==> config.mk <==
export PLATFORM = sky130hd
export DESIGN_NAME = rip_ctrl
export DESIGN_NICKNAME = d
export VERILOG_FILES = /design/src/rtl/rip_pkg.sv /design/src/rtl/rip_ctrl.sv
export SDC_FILE = /design/constraint.sdc
export NUM_CORES = 1
export LEC_CHECK = 0
export ABC_AREA = 1
export BUFFER_PORTS_ARGS = -buffer_cell sky130_fd_sc_hd__buf_2
export CORE_MARGIN = 5
export CORE_UTILIZATION = 40
export CTS_CLUSTER_SIZE = 16
export DETAILED_ROUTE_END_ITERATION = 12
export PLACE_DENSITY = 0.77
export SYNTH_ARGS = -nofsm -noshare
export SYNTH_HDL_FRONTEND = slang
export SYNTH_SLANG_ARGS = --single-unit
==> constraint.sdc <==
create_clock -name clk_i -period 1.52 [get_ports clk_i]
set_input_delay 0.076 -clock clk_i [delete_from_list [all_inputs] [get_ports clk_i]]
set_output_delay 0.076 -clock clk_i [all_outputs]
set_load 0.02 [all_outputs]
==> src/rtl/rip_pkg.sv <==
// Shared constants, codes and controller/datapath interface types of the raster interpolator.
package rip_pkg;

  localparam int MAX_ROWS = 256;
  localparam int MAX_COLS = 256;
  localparam int ROW_AW   = $clog2(MAX_ROWS);
  localparam int COL_AW   = $clog2(MAX_COLS);
  localparam int ADDR_W   = $clog2(MAX_ROWS * MAX_COLS);
  localparam int DEPTH    = MAX_ROWS * MAX_COLS;

  localparam int DIM_W  = 9;
  localparam int IDX_W  = DIM_W + 2;
  localparam int CRD_W  = 40;
  localparam int CS_W   = 21;
  localparam int OFS_W  = 25;
  localparam int D2_W   = 48;
  localparam int WGT_W  = 51;
  localparam int ACC_W  = 85;
  localparam int SUM_W  = 53;
  localparam int QUO_W  = 64;
  localparam int CNT_W  = 7;
  localparam int CIDX_W = 3;

  localparam logic [CS_W-1:0] CS_RESET = CS_W'(256000);

  localparam logic [1:0] ST_OK      = 2'd0;
  localparam logic [1:0] ST_OUTSIDE = 2'd1;
  localparam logic [1:0] ST_OFFGRID = 2'd2;

  typedef enum logic [CIDX_W-1:0] {
    CFG_NUM_ROWS  = 3'd0,
    CFG_NUM_COLS  = 3'd1,
    CFG_ORIGIN_X  = 3'd2,
    CFG_ORIGIN_Y  = 3'd3,
    CFG_CELL_SIZE = 3'd4
  } cfg_idx_e;

  typedef enum logic [4:0] {
    S_IDLE, S_B_MX, S_B_MY, S_B_HY, S_B_CHK,
    S_DX_GO, S_DX_W, S_DY_GO, S_DY_W,
    S_G_MX, S_G_MY, S_G_DY, S_CORN,
    S_C_RD, S_C_SQY, S_C_D2, S_W_GO, S_W_W,
    S_M_LO, S_M_HI, S_M_ADD, S_F_GO, S_F_W
  } state_e;

  typedef enum logic [2:0] {
    MUL_HIX, MUL_HIY, MUL_GX, MUL_GY, MUL_SQX, MUL_SQY, MUL_WLO, MUL_WHI
  } mul_sel_e;

  typedef enum logic [1:0] {
    DIV_X, DIV_Y, DIV_WGT, DIV_FINAL
  } div_sel_e;

  typedef enum logic [2:0] {
    EMIT_NONE, EMIT_WRITE, EMIT_OUTSIDE, EMIT_OFFGRID, EMIT_EXACT, EMIT_MEAN
  } emit_e;

  typedef struct packed {
    logic     load;
    logic     ram_we;
    mul_sel_e mul_sel;
    logic     cap_hix;
    logic     cap_hiy;
    logic     div_start;
    div_sel_e div_sel;
    logic     cap_col;
    logic     cap_row;
    logic     cap_dx;
    logic     cap_dy;
    logic     cap_sqx;
    logic     cap_d2;
    logic     cap_w;
    logic     acc_lo;
    logic     acc_hi;
    emit_e    emit;
  } cmd_t;

  typedef struct packed {
    logic outside;
    logic off_grid;
    logic d2_zero;
    logic div_done;
    logic last_k;
  } sts_t;

endpackage

==> src/rtl/rip_ctrl.sv <==
// Controller state machine that sequences the interpolator datapath.
module rip_ctrl import rip_pkg::*; (
  input  logic clk_i,
  input  logic rst_ni,
  input  logic start,
  input  logic req_type_i,
  input  sts_t sts_i,
  output logic busy,
  output cmd_t cmd_o
);

  state_e state_q, state_d;

  always_ff @(posedge clk_i or negedge rst_ni) begin
    if (!rst_ni) begin
      state_q <= S_IDLE;
    end else begin
      state_q <= state_d;
    end
  end

  always_comb begin
    state_d = state_q;
    unique case (state_q)
      S_IDLE:  if (start && req_type_i) state_d = S_B_MX;
      S_B_MX:  state_d = S_B_MY;
      S_B_MY:  state_d = S_B_HY;
      S_B_HY:  state_d = S_B_CHK;
      S_B_CHK: state_d = sts_i.outside ? S_IDLE : S_DX_GO;
      S_DX_GO: state_d = S_DX_W;
      S_DX_W:  if (sts_i.div_done) state_d = S_DY_GO;
      S_DY_GO: state_d = S_DY_W;
      S_DY_W:  if (sts_i.div_done) state_d = S_G_MX;
      S_G_MX:  state_d = S_G_MY;
      S_G_MY:  state_d = S_G_DY;
      S_G_DY:  state_d = S_CORN;
      S_CORN:  state_d = sts_i.off_grid ? S_IDLE : S_C_RD;
      S_C_RD:  state_d = S_C_SQY;
      S_C_SQY: state_d = S_C_D2;
      S_C_D2:  state_d = sts_i.d2_zero ? S_IDLE : S_W_GO;
      S_W_GO:  state_d = S_W_W;
      S_W_W:   if (sts_i.div_done) state_d = S_M_LO;
      S_M_LO:  state_d = S_M_HI;
      S_M_HI:  state_d = S_M_ADD;
      S_M_ADD: state_d = sts_i.last_k ? S_F_GO : S_C_RD;
      S_F_GO:  state_d = S_F_W;
      S_F_W:   if (sts_i.div_done) state_d = S_IDLE;
      default: state_d = S_IDLE;
    endcase
  end

  always_comb begin
    cmd_o         = '0;
    cmd_o.mul_sel = MUL_HIX;
    cmd_o.div_sel = DIV_X;
    cmd_o.emit    = EMIT_NONE;
    unique case (state_q)
      S_IDLE: begin
        if (start && req_type_i) begin
          cmd_o.load = 1'b1;
        end else if (start) begin
          cmd_o.ram_we = 1'b1;
          cmd_o.emit   = EMIT_WRITE;
        end
      end
      S_B_MX: cmd_o.mul_sel = MUL_HIX;
      S_B_MY: begin
        cmd_o.mul_sel = MUL_HIY;
        cmd_o.cap_hix = 1'b1;
      end
      S_B_HY: cmd_o.cap_hiy = 1'b1;
      S_B_CHK: if (sts_i.outside) cmd_o.emit = EMIT_OUTSIDE;
      S_DX_GO: begin
        cmd_o.div_start = 1'b1;
        cmd_o.div_sel   = DIV_X;
      end
      S_DX_W: cmd_o.cap_col = sts_i.div_done;
      S_DY_GO: begin
        cmd_o.div_start = 1'b1;
        cmd_o.div_sel   = DIV_Y;
      end
      S_DY_W: cmd_o.cap_row = sts_i.div_done;
      S_G_MX: cmd_o.mul_sel = MUL_GX;
      S_G_MY: begin
        cmd_o.mul_sel = MUL_GY;
        cmd_o.cap_dx  = 1'b1;
      end
      S_G_DY: cmd_o.cap_dy = 1'b1;
      S_CORN: if (sts_i.off_grid) cmd_o.emit = EMIT_OFFGRID;
      S_C_RD: cmd_o.mul_sel = MUL_SQX;
      S_C_SQY: begin
        cmd_o.mul_sel = MUL_SQY;
        cmd_o.cap_sqx = 1'b1;
      end
      S_C_D2: begin
        if (sts_i.d2_zero) begin
          cmd_o.emit = EMIT_EXACT;
        end else begin
          cmd_o.cap_d2 = 1'b1;
        end
      end
      S_W_GO: begin
        cmd_o.div_start = 1'b1;
        cmd_o.div_sel   = DIV_WGT;
      end
      S_W_W: begin
        cmd_o.div_sel = DIV_WGT;
        cmd_o.cap_w   = sts_i.div_done;
      end
      S_M_LO: cmd_o.mul_sel = MUL_WLO;
      S_M_HI: begin
        cmd_o.mul_sel = MUL_WHI;
        cmd_o.acc_lo  = 1'b1;
      end
      S_M_ADD: cmd_o.acc_hi = 1'b1;
      S_F_GO: begin
        cmd_o.div_start = 1'b1;
        cmd_o.div_sel   = DIV_FINAL;
      end
      S_F_W: begin
        cmd_o.div_sel = DIV_FINAL;
        if (sts_i.div_done) cmd_o.emit = EMIT_MEAN;
      end
      default: ;
    endcase
  end

  assign busy = (state_q != S_IDLE);

endmodule
; Word level (Yosys, flattened, before mapping)
; Index checks and enable logic that the tools add are counted.
[totals]
input_bits = 9
reg_bits = 5
out_inout_bits = 23
elab_cells = 71
[op_classes]
n_eq_ne = 27
n_reduce_logical = 7
mux = 36
[op_table]
columns = op, count
row1 = 5-bit case mux with 23 select lines, 1
row2 = "5-bit by 4-bit == test with 1-bit output, second input constant", 8
row3 = "5-bit == test, second input constant", 7
row4 = 5-bit 2-to-1 mux, 7
row5 = 3-bit case mux with 7 select lines, 1
row6 = "5-bit by 3-bit == test with 1-bit output, second input constant", 4
row7 = 1-bit 2-to-1 mux, 18
row8 = 3-bit case mux with 5 select lines, 1
row9 = "5-bit by 2-bit == test with 1-bit output, second input constant", 2
row10 = "2-bit != test, second input constant", 5
row11 = 3-bit 2-to-1 mux, 3
row12 = 2-bit 2-to-1 mux, 3
row13 = 2-bit case mux with 3 select lines, 1
row14 = "5-bit by 1-bit == test with 1-bit output, second input constant", 1
row15 = 5-bit zero test, 1
row16 = 5-bit AND reduction, 1
row17 = 5-bit nonzero test, 1
row18 = 4-bit 2-to-1 mux, 1
row19 = 2-bit OR reduction, 2
row20 = 4-bit OR reduction, 1
row21 = 1-bit logical AND, 1

; Logic depth before layout (Yosys ltp)
; Gate-level depths: netlist of the first run.
[logic_depth]
ltp_word = 3
mapped_depth = 10
mapped_depth_nobuf = 9

; Least setup slack after synthesis of the first run
; OpenSTA, ideal clock, no wires.
[synth_timing]
path_kind = register to output
start = register state_q[2]
end = output cmd_o[13] in the netlist's numbering
t_arrival_ns = 1.330
n_path_buf = 1
stages_incl_launch_ff = 7
path_slack_ns = 0.114
required_time_ns = 1.444
cell_sequence = dfrtp_1 > buf_6 > inv_1 > nand2_1 > nor2_2 > inv_1 > o21ai_0
[synth_lines]
columns = element, line
row1 = "start, declared", rip_ctrl.sv:12  ; state_e state_q, state_d;
row2 = "start signal, assigned", rip_ctrl.sv:18  ; state_q <= state_d;
row3 = "end, declared", rip_ctrl.sv:9  ; output cmd_t cmd_o

==> results of run 1 <==
logic make-up after synthesis:
group / synth area share, %
and+or+nand+nor: 64.6
DFF: 14.6
AOI/OAI and AO/OA: 4.54
buffers and inverters: 16.3
what timing repair did:
item                                    in CTS  in global routing
hold buffers                                 1                  0
pin swaps                                    3                 14
hold endpoints to repair                     5                  0
gates resized for setup                     15                 49
setup buffers                                7                  8
cloned                                       0                  0
endpoints found under the setup margin      24                 22
area by class of cell:
type	count	area, µm²	share of cell area (%)
sequential	5	129	9.16
inverter	23	101	7.20
timing repair buffer	51	413	29.3
tap	27	33.8	2.40
multi-input combinational	115	704	50.0
clock buffer	4	26.3	1.87
final timing paths:
| kind | startpoint | endpoint | slack, ns | cells past startpoint |
|---|---|---|---|---|
| setup / recovery | state_q[2]$_DFFE_PN0P_ | cmd_o[13] | -0.08 | 7 |
| hold / removal | sts_i[0] | state_q[3]$_DFFE_PN0P_ | 0.16 | 4 |
| setup reg to reg | state_q[0]$_DFFE_PN0P_ | state_q[2]$_DFFE_PN0P_ | 0.02 | 11 |
| hold reg to reg | state_q[2]$_DFFE_PN0P_ | state_q[1]$_DFFE_PN0P_ | 0.71 | 2 |
| max in group asynchronous | rst_ni | state_q[1]$_DFFE_PN0P_ | 1.20 | 2 |
| min in group asynchronous | rst_ni | state_q[3]$_DFFE_PN0P_ | 0.17 | 2 |
layer usage:
| layer | routed length, µm | up-vias | part of all wire (%) | global-route usage, % |
|---|---|---|---|---|
| met2 | 1670 | 58 | 52 | 30.6 |
| met5 | 0 | - | 0 | 0 |
| met1 | 1230 | 562 | 38 | 20.2 |
| li1 | - | 554 | - | - |
| met3 | 219 | 14 | 6.8 | 1.39 |
| met4 | 111 | 0 | 3.4 | 5.42 |
synthesized netlist by cell type, drive strengths merged:
library cell	instances	area, µm²
nand3	13	75.1
o21ai	3	15.0
buf	4	45.0
a21oi	3	15.0
o2111ai	1	8.76
nand2	55	234
nor2	36	208
nor3	1	16.3
nand4	3	18.8
dfrtp	5	125
inv	23	93.9
worst min-delay path: stages:
cell and delay, ns:
buf_2 0.10, inv_1 0.05, a21oi_1 0.06, nand4_1 0.09
power groups by stage:
stage                     combinational, mW  sequential, mW  clock (mW)
after floorplan                        1.16           0.213           0
after global placement                 1.36           0.308           0
after detailed placement               1.37           0.310           0
after CTS                              1.53           0.306       0.157
after global routing                   2.03           0.330       0.175
final                                  1.91           0.323       0.170
==> flow_summary.json, run 1 <==
{
  "ant_nets": 0,
  "finalSetupViolCount": 10,
  "stdcell_area_mm2": 0.00141,
  "placed_area_mm2": 0.00104,
  "critPathMaxFanout": 6,
  "rsz0062_at_grt": "yes",
  "cts.path.max_buffers": 2,
  "cellPowerDensity_mw_per_mm2": 1700,
  "slew_headroom_pct": 79.2,
  "syn_to_final_growth_pct": 64.7,
  "worst_ir_drop_vdd_mv": 0.823,
  "fin_crit_sh_pct": 105,
  "cp.arrival_ns": 1.53,
  "pre_cts_ws_ns": -0.0285,
  "synth.avg_cell_area_um2": 5.81,
  "fin_cells": 225,
  "drc": 0,
  "max_freq_mhz": 624,
  "crit_type": "flop to output pin",
  "synth.ff_latch_count": 5,
  "yosysSeqAreaShare_pct": 14.6,
  "syn_inst": 147,
  "p_leak_nw": 0.794,
  "cpMostUsedCell": "nand2_4",
  "dpl.cell_count": 205,
  "gr-usage-all-layers_pct": 16.7,
  "top_register": "state_q",
  "path_cells": "nand2_4, inv_2, nand2_4, nor2_4, nor2_1, o21ai_1, buf_4",
  "final_cell_mix": "nand2_1, buf_4, nor2_1, buf_2",
  "p_int_mw": 1.05,
  "crit_buf_inv": 2,
  "min_period_ns": 1.60,
  "total_power_mw": 2.40,
  "violations": "setup timing",
  "grt_pass1_wl_mm": 4.35,
  "io_pins": 32,
  "netSwitchingFraction_pct": 56.3,
  "die_h_um": 56.2,
  "viasPerCell": 5.28,
  "nNetsFinal": 208,
  "cp.required_ns": 1.44,
  "finalClockSkew_ns": 0.00321,
  "cts_buffers": 3,
  "cts.sinks": 5,
  "cts_tree": "yes",
  "fin_util_pct": 70.3,
  "clkPwrFrac_pct": 7.1,
  "hold_class": "input port to flop",
  "antenna_found_initial": 0,
  "endpoint_kind": "output pin",
  "overflow": 0,
  "diodes": 0,
  "cts-root-buf": "clkbuf_4",
  "outcome": "complete, but fails checks",
  "top_regs": "state_q (5)",
  "layout_commonest_cell": "nand2_1",
  "grt_pass1_vias": 1018,
  "maxSlewViolCount": 0,
  "gp_congestion": 0.959,
  "fin_ws_ns": -0.0825,
  "seqPwrFrac_pct": 13.4,
  "tightestPinTransition_ns": 0.312,
  "nFillCells": 156,
  "clkTransAtPathRegs_ns": 0.05,
  "first_iter_violations": 58,
  "slowest_delay_ns": 0.50,
  "num_rows": 16,
  "syn_nets": 156,
  "hold_ws_ns": 0.160,
  "start_util_pct": 42.7,
  "largest_reg_flops": 5,
  "combinationalPowerShare_pct": 79.5,
  "timing_hold_violations_final": 0,
  "cts_max_level": 1,
  "ys_warn_count": 0,
  "drive_above_1_share_pct": 55.1,
  "synth_cell_types": 20,
  "grt_max_degree": 9,
  "crit_path_top_delay_cell": "dfrtp_2",
  "netlist_area_um2": 855,
  "io_buffers": 31,
  "die_area_mm2": 0.00316,
  "cp_top_family": "flip-flops",
  "die_x_um": 56.2,
  "vias": 1188,
  "setup_tns_ns": -0.361,
  "coreArea_mm2": 0.00200,
  "cap_viol_max_count": 0,
  "detail_route.wirelength_mm": 3.23,
  "dr.pass1.iters": 4,
  "insertion_delay_ns": 0.25,
  "wl_per_cell_um": 14.4,
  "dp_hpwl_mm": 1.93,
  "power_switching_mw": 1.35,
  "critical_path.startpoint_type": "flop"
}
(Power assumes the default switching activity.)
==> inputs of run 2 (changes only) <==
Settings changed: HOLD_SLACK_MARGIN set to 0.08, PLACE_DENSITY 0.77 to unset, PLACE_DENSITY_LB_ADDON set to 0.25.
==> run 2 against run 1 <==
Compared with the run above:
- the run now ends clean
- sequential cell count unchanged
- first-iteration DRC count grew 22%
- highest routed layer unchanged
- clock skew is 0.0011 ns lower
- sequential share of layout area about the same
- die area stayed put
- total power is 4.8% higher
- maximum frequency increased by 5.6%
==> flow_summary.json, run 2 (synthesis results as in run 1) <==
{
  "outcome": "finished, final reports clean",
  "gr-usage-all-layers_pct": 17.1,
  "maxSlewViolCount": 0,
  "antenna_found_initial": 0,
  "vias": 1134,
  "met1Wirelength_mm": 1.22,
  "cap_viol_max_count": 0,
  "syn_to_final_growth_pct": 64.0,
  "ant_nets": 0,
  "cts_buffers": 3,
  "endpoint_kind": "output pin",
  "fin_cells": 227,
  "io_buffers": 31,
  "rrSetupSlack_ns": 0.07,
  "crit_end": "cmd_o[0]",
  "start_util_pct": 42.7,
  "cts-root-buf": "clkbuf_4",
  "first_iter_violations": 71,
  "seqPwrFrac_pct": 10.8,
  "r2r_cells": 9,
  "cp_top_family": "simple AND/OR/NAND/NOR gates",
  "clkPwrFrac_pct": 6.0,
  "wl_met3_um": 227,
  "crit_path_top_delay_cell": "dfrtp_2",
  "combinationalPowerShare_pct": 83.2,
  "dr_wl_met2_mm": 1.41,
  "viasPerCell": 5.00,
  "gp_congestion": 0.964,
  "dr.pass1.iters": 4,
  "worstReg2RegEnd": "state_q[2]$_DFFE_PN0P_",
  "dpl.cell_count": 209,
  "cts_tree": "yes",
  "path_cells": "buf_12, nor2_8, inv_4, nor2_4, nand3_2, nand3_1, buf_6",
  "regArea_um2": 129,
  "dp_hpwl_mm": 2.10,
  "wl_per_cell_um": 12.7,
  "rsz0062_at_grt": "yes",
  "grt_max_degree": 9,
  "cts.path.max_buffers": 2,
  "stdcell_area_mm2": 0.00140,
  "grt_pass1_vias": 993,
  "max_freq_mhz": 659,
  "cp.required_ns": 1.44,
  "p_int_mw": 1.17,
  "grt_pass1_wl_mm": 4.43,
  "netSwitchingFraction_pct": 53.3,
  "placed_area_mm2": 0.00106,
  "power_switching_mw": 1.34,
  "final_cell_mix": "nand2_1, buf_4, buf_2",
  "tightestPinTransition_ns": 0.230,
  "nFillCells": 169,
  "crit_buf_inv": 3,
  "timing_hold_violations_final": 0,
  "crit_start": "state_q[0]$_DFFE_PN0P_",
  "cts.sinks": 5,
  "detail_route.wirelength_mm": 2.89,
  "cellPowerDensity_mw_per_mm2": 1790,
  "crit_cells": 7,
  "drive_above_1_share_pct": 54.5,
  "finalSetupViolCount": 0,
  "overflow": 0,
  "diodes": 0,
  "dr.max_layer_used": "met4",
  "drc": 0,
  "cts_max_level": 1,
  "coreArea_mm2": 0.00200,
  "finalClockSkew_ns": 0.00206,
  "die_area_mm2": 0.00316,
  "clkTransAtPathRegs_ns": 0.04,
  "slew_headroom_pct": 84.7,
  "min_period_ns": 1.52,
  "io_pins": 32,
  "num_rows": 16,
  "die_h_um": 56.2,
  "top_register": "state_q",
  "crit_type": "flop to output pin",
  "layout_commonest_cell": "nand2_1",
  "multi_input_area_um2": 694,
  "rr_startpoint": "state_q[1]$_DFFE_PN0P_",
  "critPathMaxFanout": 6,
  "slowest_delay_ns": 0.43,
  "fin_crit_sh_pct": 99.9,
  "largest_reg_flops": 5,
  "critical_path.startpoint_type": "flop",
  "cp.arrival_ns": 1.44,
  "insertion_delay_ns": 0.24,
  "hold_class": "input port to asynchronous set/reset pin",
  "nNetsFinal": 210,
  "p_leak_nw": 0.793,
  "worst_ir_drop_vdd_mv": 0.910,
  "top_regs": "state_q (5)",
  "die_x_um": 56.2,
  "hold_ws_ns": 0.175
}
-- run 2: timing repair --
action | CTS | global route
hold endpoints to repair | 5 | 0
hold buffers | 1 | 0
buffers inserted | 3 | 10
setup endpoints to repair | 20 | 20
pin swaps | 5 | 11
resized for setup | 20 | 40
-- run 2: cell type report --
type | count | area share [%]
repair buffers | 53 | 29.9
flip-flops and latches | 5 | 9.20
clock buffers | 4 | 1.88
multi-input cells | 115 | 49.6
well taps | 27 | 2.41
inverters | 23 | 7.05
-- run 2: power groups by stage --
stage	registers [mW]	clock network (mW)	logic, mW
3_3_place_gp	0.281	0	1.42
4_1_cts	0.266	0.155	1.64
3_5_place_dp	0.280	0	1.43
2_1_floorplan	0.213	0	1.16
5_1_grt	0.276	0.166	2.26
6_report	0.271	0.151	2.09
-- run 2: metrics by stage --
| stage | utilization (%) | setup slack (ns) | setup TNS [ns] | power (mW) |
|---|---|---|---|---|
| 4_1_cts | 59.4 | -0.0258 | -0.0728 | 2.06 |
| 5_1_grt | 70.0 | -0.0637 | -0.547 | 2.70 |
| 6_report | 70.0 | 0.00197 | 0 | 2.51 |
| 3_5_place_dp | 52.9 | 0.0169 | 0 | 1.71 |
| 3_3_place_gp | 52.9 | 0.0219 | 0 | 1.70 |
| 2_1_floorplan | - | 0.114 | 0 | 1.38 |
-- run 2: worst min path at each step --
stage,startpoint,depth (start not counted),endpoint
after floorplan,rst_ni,0,state_q[0]$_DFFE_PN0P_
after detailed placement,rst_ni,1,state_q[1]$_DFFE_PN0P_
after global placement,rst_ni,1,state_q[1]$_DFFE_PN0P_
final,rst_ni,2,state_q[2]$_DFFE_PN0P_
after global routing,rst_ni,2,state_q[0]$_DFFE_PN0P_
after CTS,sts_i[0],4,state_q[3]$_DFFE_PN0P_
-- run 2: routing by layer --
layer  up-vias  global-route usage [%]
met1       513                    22.0
met4         0                    1.36
met2        59                    29.9
li1        558                       -
met3         4                    4.18
met5         -                       0
-- run 2: worst reg2reg max path: cells and delay by family, from the launching register on --
kind,cells,cell delay [ns]
flip-flops,1,0.39
AND/OR/NAND/NOR,7,0.70
buffers and inverters,2,0.28
